==> config.mk <==
export PLATFORM = sky130hd
export DESIGN_NAME = hpet_monotonic_clock_unit_flat
export DESIGN_NICKNAME = d
export VERILOG_FILES = /design/src/design/hmc_pkg.sv /design/src/design/hmc_if.sv /design/src/design/hmc_div.sv /design/src/design/hmc_mul.sv /design/src/design/hpet_monotonic_clock_unit.sv /design/src/flat_wrapper.sv
export VERILOG_INCLUDE_DIRS = /design/src /design/src/design
export SDC_FILE = /design/constraint.sdc
export NUM_CORES = 2
export LEC_CHECK = 0
export BUFFER_PORTS_ARGS = -buffer_cell sky130_fd_sc_hd__buf_4
export CORE_AREA = 2 2 273 275
export CTS_CLUSTER_SIZE = 14
export DETAILED_ROUTE_END_ITERATION = 10
export DIE_AREA = 0 0 275 277
export PLACE_DENSITY_LB_ADDON = 0.1
export SLEW_MARGIN = 10
export SYNTH_ARGS = -nofsm -noshare
export SYNTH_HDL_FRONTEND = slang
export SYNTH_SLANG_ARGS = --single-unit
==> constraint.sdc <==
create_clock -name clk -period 14.6 [get_ports clk]
set_clock_uncertainty 0.1 [all_clocks]
set_input_delay 2.92 -clock clk [delete_from_list [all_inputs] [get_ports clk]]
set_output_delay 2.92 -clock clk [all_outputs]
set_load 0.02 [all_outputs]
==> src/design/hpet_monotonic_clock_unit_defines.svh <==
// Assertion macros shared by the clock unit
`ifndef HPET_MONOTONIC_CLOCK_UNIT_DEFINES_SVH
`define HPET_MONOTONIC_CLOCK_UNIT_DEFINES_SVH

// check a consequent in the same cycle
`define HMC_ASSERT_SAME(label, ante, cons, msg) \
  label: assert property (@(posedge clk) disable iff (rst) (ante) |-> (cons)) \
    else $error(msg);

// check a consequent in the following cycle
`define HMC_ASSERT_NEXT(label, ante, cons, msg) \
  label: assert property (@(posedge clk) disable iff (rst) (ante) |=> (cons)) \
    else $error(msg);

`endif

==> src/design/hmc_pkg.sv <==
`timescale 1ns / 1ps

package hmc_pkg;

  localparam int TIME_W    = 64;
  localparam int TICKS_W   = 64;
  localparam int ID_W      = 4;
  localparam int SEC_W     = 35;
  localparam int NANO_W    = 30;
  localparam int STATUS_W  = 2;
  localparam int PERIOD_W  = 27;
  localparam int PADDR_W   = 3;
  localparam int PDATA_W   = 32;

  localparam int DIV_W     = 64;
  localparam int DIV_REM_W = 30;
  localparam int DIV_CNT_W = $clog2(DIV_W);

  localparam int HI_W      = 45;
  localparam int LO_W      = 20;
  localparam int PROD_HI_W = HI_W + PERIOD_W;
  localparam int PROD_LO_W = LO_W + PERIOD_W;
  localparam int MUL_CNT_W = $clog2(PERIOD_W);

  localparam logic [DIV_REM_W-1:0] FS_PER_NS = DIV_REM_W'(1000000);
  localparam logic [DIV_REM_W-1:0] NS_PER_S  = DIV_REM_W'(1000000000);
  localparam logic [TIME_W-1:0]    STEP_NS   = TIME_W'(1000);

  localparam logic OP_READ   = 1'b0;
  localparam logic OP_REBASE = 1'b1;

  localparam logic [STATUS_W-1:0] STATUS_OK        = 2'd0;
  localparam logic [STATUS_W-1:0] STATUS_BAD_ID    = 2'd1;
  localparam logic [STATUS_W-1:0] STATUS_NO_PERIOD = 2'd2;

  localparam logic REG_PERIOD = 1'b0;

  typedef enum logic [3:0] {
    ST_IDLE,
    ST_DISPATCH,
    ST_DIV_TICKS,
    ST_MUL,
    ST_DIV_LO,
    ST_COMBINE,
    ST_APPLY,
    ST_UPDATE,
    ST_SPLIT,
    ST_DIV_OUT,
    ST_FINISH
  } state_t;

  function automatic logic id_valid(input logic [ID_W-1:0] id);
    return id == 4'd0 || id == 4'd1 || id == 4'd4 || id == 4'd5 ||
           id == 4'd6 || id == 4'd7;
  endfunction

endpackage

==> src/design/hmc_if.sv <==
`timescale 1ns / 1ps

interface hmc_req_if;
  logic                         valid;
  logic                         ready;
  logic                         opcode;
  logic [hmc_pkg::TICKS_W-1:0]  counter_ticks;
  logic [hmc_pkg::ID_W-1:0]     clock_sel;

  modport source (output valid, opcode, counter_ticks, clock_sel, input ready);
  modport sink   (input valid, opcode, counter_ticks, clock_sel, output ready);
endinterface

interface hmc_rsp_if;
  logic                         valid;
  logic                         ready;
  logic [hmc_pkg::TIME_W-1:0]   time_ns;
  logic [hmc_pkg::SEC_W-1:0]    seconds;
  logic [hmc_pkg::NANO_W-1:0]   nanoseconds;
  logic [hmc_pkg::STATUS_W-1:0] status;

  modport source (output valid, time_ns, seconds, nanoseconds, status, input ready);
  modport sink   (input valid, time_ns, seconds, nanoseconds, status, output ready);
endinterface

==> src/design/hmc_div.sv <==
`timescale 1ns / 1ps

module hmc_div (
  input  logic                            clk,
  input  logic                            rst,
  input  logic                            start,
  input  logic [hmc_pkg::DIV_W-1:0]       dividend,
  input  logic [hmc_pkg::DIV_REM_W-1:0]   divisor,
  output logic                            done,
  output logic [hmc_pkg::DIV_W-1:0]       quotient,
  output logic [hmc_pkg::DIV_REM_W-1:0]   remainder
);

  localparam logic [hmc_pkg::DIV_CNT_W-1:0] LAST = hmc_pkg::DIV_CNT_W'(hmc_pkg::DIV_W - 1);

  logic                            busy;
  logic [hmc_pkg::DIV_CNT_W-1:0]   cnt;
  logic [hmc_pkg::DIV_W-1:0]       quo;
  logic [hmc_pkg::DIV_REM_W-1:0]   rem;
  logic [hmc_pkg::DIV_REM_W-1:0]   dvs;
  logic [hmc_pkg::DIV_REM_W:0]     trial;
  logic [hmc_pkg::DIV_REM_W:0]     diff;
  logic                            fits;
  logic [hmc_pkg::DIV_REM_W-1:0]   rem_next;

  always_comb begin
    trial    = {rem, quo[hmc_pkg::DIV_W-1]};
    diff     = trial - {1'b0, dvs};
    fits     = trial >= {1'b0, dvs};
    rem_next = fits ? diff[hmc_pkg::DIV_REM_W-1:0] : trial[hmc_pkg::DIV_REM_W-1:0];
  end

  always_ff @(posedge clk) begin
    if (rst) begin
      busy <= 1'b0;
      cnt  <= '0;
      done <= 1'b0;
    end else begin
      done <= 1'b0;
      if (start) begin
        busy <= 1'b1;
        cnt  <= '0;
      end else if (busy) begin
        cnt <= cnt + 1'b1;
        if (cnt == LAST) begin
          busy <= 1'b0;
          done <= 1'b1;
        end
      end
    end
  end

  // shift one quotient bit in per cycle
  always_ff @(posedge clk) begin
    if (start) begin
      quo <= dividend;
      rem <= '0;
      dvs <= divisor;
    end else if (busy) begin
      quo <= {quo[hmc_pkg::DIV_W-2:0], fits};
      rem <= rem_next;
    end
  end

  assign quotient  = quo;
  assign remainder = rem;

endmodule

==> src/design/hmc_mul.sv <==
`timescale 1ns / 1ps

module hmc_mul (
  input  logic                            clk,
  input  logic                            rst,
  input  logic                            start,
  input  logic [hmc_pkg::HI_W-1:0]        mcand_hi,
  input  logic [hmc_pkg::LO_W-1:0]        mcand_lo,
  input  logic [hmc_pkg::PERIOD_W-1:0]    mplier,
  output logic                            done,
  output logic [hmc_pkg::PROD_HI_W-1:0]   prod_hi,
  output logic [hmc_pkg::PROD_LO_W-1:0]   prod_lo
);

  localparam logic [hmc_pkg::MUL_CNT_W-1:0] LAST =
    hmc_pkg::MUL_CNT_W'(hmc_pkg::PERIOD_W - 1);

  logic                            busy;
  logic [hmc_pkg::MUL_CNT_W-1:0]   cnt;
  logic [hmc_pkg::PERIOD_W-1:0]    bits;
  logic [hmc_pkg::HI_W-1:0]        a_hi;
  logic [hmc_pkg::LO_W-1:0]        a_lo;
  logic [hmc_pkg::PROD_HI_W-1:0]   acc_hi;
  logic [hmc_pkg::PROD_LO_W-1:0]   acc_lo;

  always_ff @(posedge clk) begin
    if (rst) begin
      busy <= 1'b0;
      cnt  <= '0;
      done <= 1'b0;
    end else begin
      done <= 1'b0;
      if (start) begin
        busy <= 1'b1;
        cnt  <= '0;
      end else if (busy) begin
        cnt <= cnt + 1'b1;
        if (cnt == LAST) begin
          busy <= 1'b0;
          done <= 1'b1;
        end
      end
    end
  end

  // take the multiplier MSB first: double and add
  always_ff @(posedge clk) begin
    if (start) begin
      bits   <= mplier;
      a_hi   <= mcand_hi;
      a_lo   <= mcand_lo;
      acc_hi <= '0;
      acc_lo <= '0;
    end else if (busy) begin
      bits   <= {bits[hmc_pkg::PERIOD_W-2:0], 1'b0};
      acc_hi <= {acc_hi[hmc_pkg::PROD_HI_W-2:0], 1'b0} +
                (bits[hmc_pkg::PERIOD_W-1] ? hmc_pkg::PROD_HI_W'(a_hi) : '0);
      acc_lo <= {acc_lo[hmc_pkg::PROD_LO_W-2:0], 1'b0} +
                (bits[hmc_pkg::PERIOD_W-1] ? hmc_pkg::PROD_LO_W'(a_lo) : '0);
    end
  end

  assign prod_hi = acc_hi;
  assign prod_lo = acc_lo;

endmodule

==> src/design/hpet_monotonic_clock_unit.sv <==
// Work per beat: three 64-step bit-serial divisions and one 27-step shift-add
// multiply for a counter-mode read or a rebase, one division for a stepping
// read, an invalid clock id or an ignored rebase. Requests are taken one at
// a time; the result register frees the unit once the previous beat is taken.
// Reset: rst is synchronous, active high; it clears period, time, offset, mode.
`timescale 1ns / 1ps
`include "hpet_monotonic_clock_unit_defines.svh"

module hpet_monotonic_clock_unit (
  input  logic                           clk,
  input  logic                           rst,
  hmc_req_if.sink                        req,
  hmc_rsp_if.source                      rsp,
  input  logic                           psel,
  input  logic                           penable,
  input  logic                           pwrite,
  input  logic [hmc_pkg::PADDR_W-1:0]    paddr,
  input  logic [hmc_pkg::PDATA_W-1:0]    pwdata,
  output logic [hmc_pkg::PDATA_W-1:0]    prdata,
  output logic                           pready
);

  hmc_pkg::state_t state, state_next;

  logic [hmc_pkg::PERIOD_W-1:0]  period;
  logic [hmc_pkg::TIME_W-1:0]    last_time;
  logic [hmc_pkg::TIME_W-1:0]    clock_offset;
  logic                          counter_mode;

  logic                          op;
  logic [hmc_pkg::TICKS_W-1:0]   ticks;
  logic [hmc_pkg::ID_W-1:0]      id;
  logic [hmc_pkg::TIME_W-1:0]    raw;
  logic [hmc_pkg::TIME_W-1:0]    t;
  logic [hmc_pkg::STATUS_W-1:0]  status;

  logic                          rsp_valid;
  logic [hmc_pkg::TIME_W-1:0]    rsp_time;
  logic [hmc_pkg::SEC_W-1:0]     rsp_sec;
  logic [hmc_pkg::NANO_W-1:0]    rsp_nano;
  logic [hmc_pkg::STATUS_W-1:0]  rsp_status;

  logic                          div_start;
  logic [hmc_pkg::DIV_W-1:0]     div_dividend;
  logic [hmc_pkg::DIV_REM_W-1:0] div_divisor;
  logic                          div_done;
  logic [hmc_pkg::DIV_W-1:0]     div_quotient;
  logic [hmc_pkg::DIV_REM_W-1:0] div_remainder;

  logic                          mul_start;
  logic                          mul_done;
  logic [hmc_pkg::PROD_HI_W-1:0] prod_hi;
  logic [hmc_pkg::PROD_LO_W-1:0] prod_lo;

  logic                          is_rebase;
  logic                          period_zero;
  logic                          id_ok;
  logic                          use_counter;
  logic [hmc_pkg::TIME_W-1:0]    stepped;
  logic [hmc_pkg::TIME_W:0]      conv_sum;
  logic [hmc_pkg::TIME_W-1:0]    conv_ns;
  logic [hmc_pkg::TIME_W:0]      off_diff;
  logic [hmc_pkg::TIME_W:0]      cand_sum;
  logic                          out_load;
  logic                          cfg_write;

  assign pready    = 1'b1;
  assign cfg_write = psel && penable && pwrite && (paddr[2] == hmc_pkg::REG_PERIOD);
  assign prdata    = (paddr[2] == hmc_pkg::REG_PERIOD) ?
                     hmc_pkg::PDATA_W'(period) : '0;

  always_ff @(posedge clk) begin
    if (rst) begin
      period <= '0;
    end else if (cfg_write) begin
      period <= pwdata[hmc_pkg::PERIOD_W-1:0];
    end
  end

  hmc_div u_div (
    .clk       (clk),
    .rst       (rst),
    .start     (div_start),
    .dividend  (div_dividend),
    .divisor   (div_divisor),
    .done      (div_done),
    .quotient  (div_quotient),
    .remainder (div_remainder)
  );

  hmc_mul u_mul (
    .clk      (clk),
    .rst      (rst),
    .start    (mul_start),
    .mcand_hi (div_quotient[hmc_pkg::HI_W-1:0]),
    .mcand_lo (div_remainder[hmc_pkg::LO_W-1:0]),
    .mplier   (period),
    .done     (mul_done),
    .prod_hi  (prod_hi),
    .prod_lo  (prod_lo)
  );

  always_comb begin
    is_rebase   = op == hmc_pkg::OP_REBASE;
    period_zero = period == '0;
    id_ok       = hmc_pkg::id_valid(id);
    use_counter = counter_mode && !period_zero;
    stepped     = last_time + hmc_pkg::STEP_NS;
    conv_sum    = {1'b0, prod_hi[hmc_pkg::TIME_W-1:0]} +
                  (hmc_pkg::TIME_W + 1)'(div_quotient[hmc_pkg::PERIOD_W-1:0]);
    conv_ns     = ((|prod_hi[hmc_pkg::PROD_HI_W-1:hmc_pkg::TIME_W]) ||
                   conv_sum[hmc_pkg::TIME_W]) ? '1 : conv_sum[hmc_pkg::TIME_W-1:0];
    off_diff    = {1'b0, last_time} - {1'b0, raw};
    cand_sum    = {1'b0, raw} + {1'b0, clock_offset};
  end

  always_comb begin
    state_next = state;
    unique case (state)
      hmc_pkg::ST_IDLE:      if (req.valid) state_next = hmc_pkg::ST_DISPATCH;
      hmc_pkg::ST_DISPATCH: begin
        if (is_rebase) begin
          state_next = period_zero ? hmc_pkg::ST_SPLIT : hmc_pkg::ST_DIV_TICKS;
        end else if (id_ok && use_counter) begin
          state_next = hmc_pkg::ST_DIV_TICKS;
        end else begin
          state_next = hmc_pkg::ST_SPLIT;
        end
      end
      hmc_pkg::ST_DIV_TICKS: if (div_done) state_next = hmc_pkg::ST_MUL;
      hmc_pkg::ST_MUL:       if (mul_done) state_next = hmc_pkg::ST_DIV_LO;
      hmc_pkg::ST_DIV_LO:    if (div_done) state_next = hmc_pkg::ST_COMBINE;
      hmc_pkg::ST_COMBINE:   state_next = hmc_pkg::ST_APPLY;
      hmc_pkg::ST_APPLY:     state_next = is_rebase ? hmc_pkg::ST_SPLIT : hmc_pkg::ST_UPDATE;
      hmc_pkg::ST_UPDATE:    state_next = hmc_pkg::ST_SPLIT;
      hmc_pkg::ST_SPLIT:     state_next = hmc_pkg::ST_DIV_OUT;
      hmc_pkg::ST_DIV_OUT:   if (div_done) state_next = hmc_pkg::ST_FINISH;
      hmc_pkg::ST_FINISH:    if (!rsp_valid || rsp.ready) state_next = hmc_pkg::ST_IDLE;
      default:               state_next = hmc_pkg::ST_IDLE;
    endcase
  end

  always_comb begin
    req.ready    = 1'b0;
    div_start    = 1'b0;
    div_dividend = ticks;
    div_divisor  = hmc_pkg::FS_PER_NS;
    mul_start    = 1'b0;
    out_load     = 1'b0;
    unique case (state)
      hmc_pkg::ST_IDLE:      req.ready = 1'b1;
      hmc_pkg::ST_DISPATCH:  div_start = is_rebase ? !period_zero : (id_ok && use_counter);
      hmc_pkg::ST_DIV_TICKS: mul_start = div_done;
      hmc_pkg::ST_MUL: begin
        div_start    = mul_done;
        div_dividend = hmc_pkg::DIV_W'(prod_lo);
      end
      hmc_pkg::ST_SPLIT: begin
        div_start    = 1'b1;
        div_dividend = t;
        div_divisor  = hmc_pkg::NS_PER_S;
      end
      hmc_pkg::ST_FINISH:    out_load = !rsp_valid || rsp.ready;
      default: ;
    endcase
  end

  always_ff @(posedge clk) begin
    if (rst) begin
      state        <= hmc_pkg::ST_IDLE;
      last_time    <= '0;
      clock_offset <= '0;
      counter_mode <= 1'b0;
      rsp_valid    <= 1'b0;
    end else begin
      state <= state_next;
      if (out_load) begin
        rsp_valid <= 1'b1;
      end else if (rsp.ready) begin
        rsp_valid <= 1'b0;
      end
      if (state == hmc_pkg::ST_DISPATCH && !is_rebase && id_ok && !use_counter) begin
        last_time <= stepped;
      end
      if (state == hmc_pkg::ST_APPLY && is_rebase) begin
        clock_offset <= off_diff[hmc_pkg::TIME_W] ? '0 : off_diff[hmc_pkg::TIME_W-1:0];
        counter_mode <= 1'b1;
      end
      if (state == hmc_pkg::ST_UPDATE && raw > last_time) begin
        last_time <= raw;
      end
    end
  end

  always_ff @(posedge clk) begin
    if (state == hmc_pkg::ST_IDLE && req.valid) begin
      op    <= req.opcode;
      ticks <= req.counter_ticks;
      id    <= req.clock_sel;
    end
    if (state == hmc_pkg::ST_DISPATCH) begin
      t <= (!is_rebase && id_ok && !use_counter) ? stepped : '0;
      if (is_rebase && period_zero) begin
        status <= hmc_pkg::STATUS_NO_PERIOD;
      end else if (!is_rebase && !id_ok) begin
        status <= hmc_pkg::STATUS_BAD_ID;
      end else begin
        status <= hmc_pkg::STATUS_OK;
      end
    end
    if (state == hmc_pkg::ST_COMBINE) begin
      raw <= conv_ns;
    end
    // saturate offset plus converted time
    if (state == hmc_pkg::ST_APPLY && !is_rebase) begin
      raw <= cand_sum[hmc_pkg::TIME_W] ? '1 : cand_sum[hmc_pkg::TIME_W-1:0];
    end
    if (state == hmc_pkg::ST_UPDATE) begin
      t <= (raw > last_time) ? raw : last_time;
    end
    if (out_load) begin
      rsp_time   <= t;
      rsp_sec    <= div_quotient[hmc_pkg::SEC_W-1:0];
      rsp_nano   <= div_remainder[hmc_pkg::NANO_W-1:0];
      rsp_status <= status;
    end
  end

  assign rsp.valid       = rsp_valid;
  assign rsp.time_ns     = rsp_time;
  assign rsp.seconds     = rsp_sec;
  assign rsp.nanoseconds = rsp_nano;
  assign rsp.status      = rsp_status;

  `HMC_ASSERT_NEXT(a_time_monotonic, state == hmc_pkg::ST_UPDATE, last_time >= $past(last_time), "published time stepped back")
  `HMC_ASSERT_NEXT(a_rebase_sets_mode, state == hmc_pkg::ST_APPLY && is_rebase, counter_mode, "rebase left stepping mode")
  `HMC_ASSERT_SAME(a_error_zero_time, rsp_valid && rsp_status != hmc_pkg::STATUS_OK, rsp_time == '0, "non-ok beat carries a time")
  `HMC_ASSERT_SAME(a_no_start_clash, div_start, !mul_start, "divider and multiplier started together")

endmodule

==> src/flat_wrapper.sv <==
// flat-port wrapper written by rule: the top's interface ports become plain ports
module hpet_monotonic_clock_unit_flat 
  (clk, rst, psel, penable, pwrite, paddr, pwdata, prdata, pready, req_valid, req_opcode, req_counter_ticks, req_clock_sel, req_ready, rsp_valid, rsp_time_ns, rsp_seconds, rsp_nanoseconds, rsp_status, rsp_ready);
  hmc_req_if req_i ();
  hmc_rsp_if rsp_i ();
  input  logic clk;
  input  logic rst;
  input  logic psel;
  input  logic penable;
  input  logic pwrite;
  input  logic [hmc_pkg::PADDR_W-1:0] paddr;
  input  logic [hmc_pkg::PDATA_W-1:0] pwdata;
  output logic [hmc_pkg::PDATA_W-1:0] prdata;
  output logic pready;
  input wire logic [$bits(req_i.valid)-1:0] req_valid;
  input wire logic [$bits(req_i.opcode)-1:0] req_opcode;
  input wire logic [$bits(req_i.counter_ticks)-1:0] req_counter_ticks;
  input wire logic [$bits(req_i.clock_sel)-1:0] req_clock_sel;
  output wire logic [$bits(req_i.ready)-1:0] req_ready;
  output wire logic [$bits(rsp_i.valid)-1:0] rsp_valid;
  output wire logic [$bits(rsp_i.time_ns)-1:0] rsp_time_ns;
  output wire logic [$bits(rsp_i.seconds)-1:0] rsp_seconds;
  output wire logic [$bits(rsp_i.nanoseconds)-1:0] rsp_nanoseconds;
  output wire logic [$bits(rsp_i.status)-1:0] rsp_status;
  input wire logic [$bits(rsp_i.ready)-1:0] rsp_ready;
  assign req_i.valid = req_valid;
  assign req_i.opcode = req_opcode;
  assign req_i.counter_ticks = req_counter_ticks;
  assign req_i.clock_sel = req_clock_sel;
  assign req_ready = req_i.ready;
  assign rsp_valid = rsp_i.valid;
  assign rsp_time_ns = rsp_i.time_ns;
  assign rsp_seconds = rsp_i.seconds;
  assign rsp_nanoseconds = rsp_i.nanoseconds;
  assign rsp_status = rsp_i.status;
  assign rsp_i.ready = rsp_ready;
  hpet_monotonic_clock_unit u_core (.clk(clk), .rst(rst), .req(req_i), .rsp(rsp_i), .psel(psel), .penable(penable), .pwrite(pwrite), .paddr(paddr), .pwdata(pwdata), .prdata(prdata), .pready(pready));
endmodule
==> out/metrics.csv <==
stage,metric,value,unit
cts,cts_tree,built,
setup_path,startpoint_type,input pin,
placed_design,gp_congestion,0.9767,
die,die_area,0.07618,sq mm
min_path,hp-class,reg2reg,
logic_synthesis,synthFlopType,edfxtp_1,
setup_path,worstPathArrival,3430,ps
finish,drive_above_1_share,10.09,%
cts,clkLatencyLatePin,680,ps
logic_synthesis,synth_area_per_cell,9.252,sq um
setup_path,worst_ep_required_time,11580,ps
setup_path,cp_cell_sequence,"buf_4, nor2b_1, buf_4",
grt,grt_pass1_vias,38120,
timing,worst_pin_slew,1212,ps
cts,clk_path_buf_depth,3,
timing,slew_viol_final,0,
route,routed_wirelength,145400,um
timing,max_slew_margin,18.67,%
route,via_per_inst,6.574,
grt,grt_pass1_wl,219400,um
grt,grt-ovfl-total,0,
route,first_iter_violations,5029,
setup_path,worstPathMaxFanout,29,
status,status,finished clean,
logic_synthesis,yosysMostFrequentCell,nand2_1,
logic_synthesis,mappedNetlistArea,0.04718,sq mm
die,initial_core_util,64.13,%
cts,cts_made_buffers,88,
die,dieHeight,277,um
setup_path,crit_start,paddr[2],
finish,nets,5559,
finish,n_antenna_cell,0,
die,coreArea,0.07357,sq mm
cts,htreeDepth,3,
run,cap_violations,0,
route,vias,41100,
pwr,powerDensity,145.2,mW/mm^2
logic_synthesis,synth.yosys.seq_area_share,44.79,%
logic_synthesis,yosys_warnings,0,
grt,antenna_found_initial,2,
finish,fillers,5598,
logic_synthesis,ys_seq_elements,812,
die,chipWidth,275,um
logic_synthesis,synth_common_cells,"nand2_1, edfxtp_1, nor2_1, a21oi_1, dfxtp_1",
route,drc,0,
finish,design_area,0.05274,sq mm
logic_synthesis,yosysUniqueCellTypes,103,
timing,finalCriticalPeriod,6447,ps
die,num_io_pins,277,
route,avgRoutedWirePerCell,23.26,um
timing,setup_viol,0,
timing,grt_setup_unrepaired,false,
cts,cts_setup_buffers,0,
logic_synthesis,yosysTopAreaCell,edfxtp_1,
grt,grt_util_all_layers,36.94,%
timing,finalSetupTns,0,ps
setup_path,critPathCaptureType,output port,
cts,cts_hold_buffers,0,
placed_design,place_hpwl,103700,um
setup_path,slowest_stage,buf_4,
placed_design,place_area,0.04961,sq mm
cts,path_clk_slew,60,ps
cts,cts_resized,0,
pwr,vdd_drop_max,0.1977,mV
route,ant_nets,0,
setup_path,worst_path_most_repeated_cell,buf_4,
grt,grt_max_degree,87,
cts,cts.sinks,812,
min_path,min-delay-start,u_core.status[0],
timing,timing_hold_violations_final,0,
logic_synthesis,synth_edf_count,487,
finish,final_core_util,71.69,%
logic_synthesis,synthArstFlopShare,0,%
pwr,p_leak,20.62,nW
setup_path,crit_family,buffers and inverters,
finish,syn2layout_area_growth,11.80,%
cts,cts_root_buf,clkbuf_16,
timing,fmax,155.1,MHz
setup_path,max_stage_delay,250,ps
setup_path,path_class,in2out,
die,core.rowCount,100,
setup_path,r2r-start,u_core.raw[0],
setup_path,crit_buf_inv,2,
placed_design,pre_cts_ws,8159,ps
logic_synthesis,yosys-top-cells-area,"edfxtp_1, dfxtp_1, ha_1",
timing,fin_ws,8153,ps
placed_design,io_buffers,262,
logic_synthesis,synthCells,5099,
route,drtPass1Iterations,6,
logic_synthesis,synth_top_area_share,31.00,%
timing,period_share,44.16,%
registers in the layout, summed over array words and instances, names as in the netlist, 27 cells and up:
| register | cells |
|---|---|
| u_core.period | 27 |
| u_core.u_mul.prod_lo | 47 |
| u_core.u_mul.prod_hi | 72 |
| u_core.ticks | 64 |
| u_core.u_mul.bits | 27 |
| u_core.clock_offset | 64 |
| u_core.rsp.seconds | 35 |
| u_core.rsp.time_ns | 64 |
| u_core.raw | 64 |
| u_core.u_div.remainder | 30 |
| u_core.t | 64 |
| u_core.u_mul.a_hi | 45 |
| u_core.last_time | 64 |
| u_core.u_div.quotient | 64 |
| u_core.rsp.nanoseconds | 30 |
stage by stage:
step	std cells	hold slack [ps]	total power, mW
after floorplan	5103	300.3	4.579
after global placement	6087	305.3	5.165
after detailed placement	6087	305.2	5.225
after CTS	6252	315.8	7.619
after global routing	6252	322.3	7.960
final	6252	322.8	7.660
area by class of cell:
class                           instances  area (sq um)  share of cell area (%)
Clock inverter                         44         560.5                   1.063
Clock buffer                          121          2569                   4.870
Inverter                              165         624.3                   1.184
Sequential cell                       812         21140                   40.07
Tap cell                              969          1212                   2.299
Timing Repair Buffer                  307          2305                   4.370
Multi-Input combinational cell       3834         24340                   46.14
worst paths after layout:
check	depth (start not counted)	slack [ps]	end
setup reg to reg	13	9270	u_core.raw[4]
hold reg to reg	0	320	u_core.rsp.status[0]
hold / removal	0	320	u_core.rsp.status[0]
setup / recovery	3	8150	prdata[17]
layer usage:
metal / vias up / track usage, % / wire (um)
met5: - / 0 / 13
met4: 2 / 15.25 / 6075
met3: 346 / 6.078 / 13930
met2: 2143 / 57.34 / 65680
met1: 19620 / 51.38 / 59750
li1: 18990 / - / -
worst reg2reg max path, delay by kind of cell (launching register included):
kind | cells | cell delay (ps)
adder cells (fa/ha/maj) | 2 | 710
AND/OR/NAND/NOR | 1 | 310
flip-flops | 1 | 430
AO/OA/AOI/OAI | 9 | 2870
buffers and inverters | 1 | 610
placed cells by master (no fill, tap or decap), types with 21 or more instances in the layout:
master,count
xor2_1,132
buf_4,307
mux2i_1,44
nor4_1,23
o21ai_0,305
and4_1,21
a22oi_1,162
and3_1,63
nor3_1,80
nor2b_1,52
nor2_1,427
a21o_1,130
a211oi_1,43
ha_1,235
o21bai_1,54
o21a_1,21
nand2_1,539
a22o_1,21
edfxtp_1,487
inv_1,163
nand4_1,75
xnor2_1,180
o211ai_1,21
nand3_1,161
dfxtp_1,323
o311ai_0,24
a31oi_1,135
nand2b_1,34
clkbuf_16,90
and2_1,104
a21oi_1,405
or3_1,49
cell families (layout without fill, tap and decap cells):
family	count (synthesis)	after routing	synth area share (%)
multiplexers	45	45	0.9574
AO/OA/AOI/OAI	1531	1531	21.04
other	2	6	0.01592
flip-flops	812	812	44.79
AND/OR/NAND/NOR	1700	1700	17.10
XOR/XNOR	312	312	5.792
buffers and inverters	457	637	3.861
adder cells (fa/ha/maj)	240	240	6.445
where the power goes:
group	internal, mW	switching (mW)	total [mW]	leakage (nW)
Sequential	2.95	0.372	3.32	7.23
Clock	1.40	0.992	2.39	1.54
Combinational	0.687	1.26	1.95	11.9
Power figures use the tool's default switching activity.
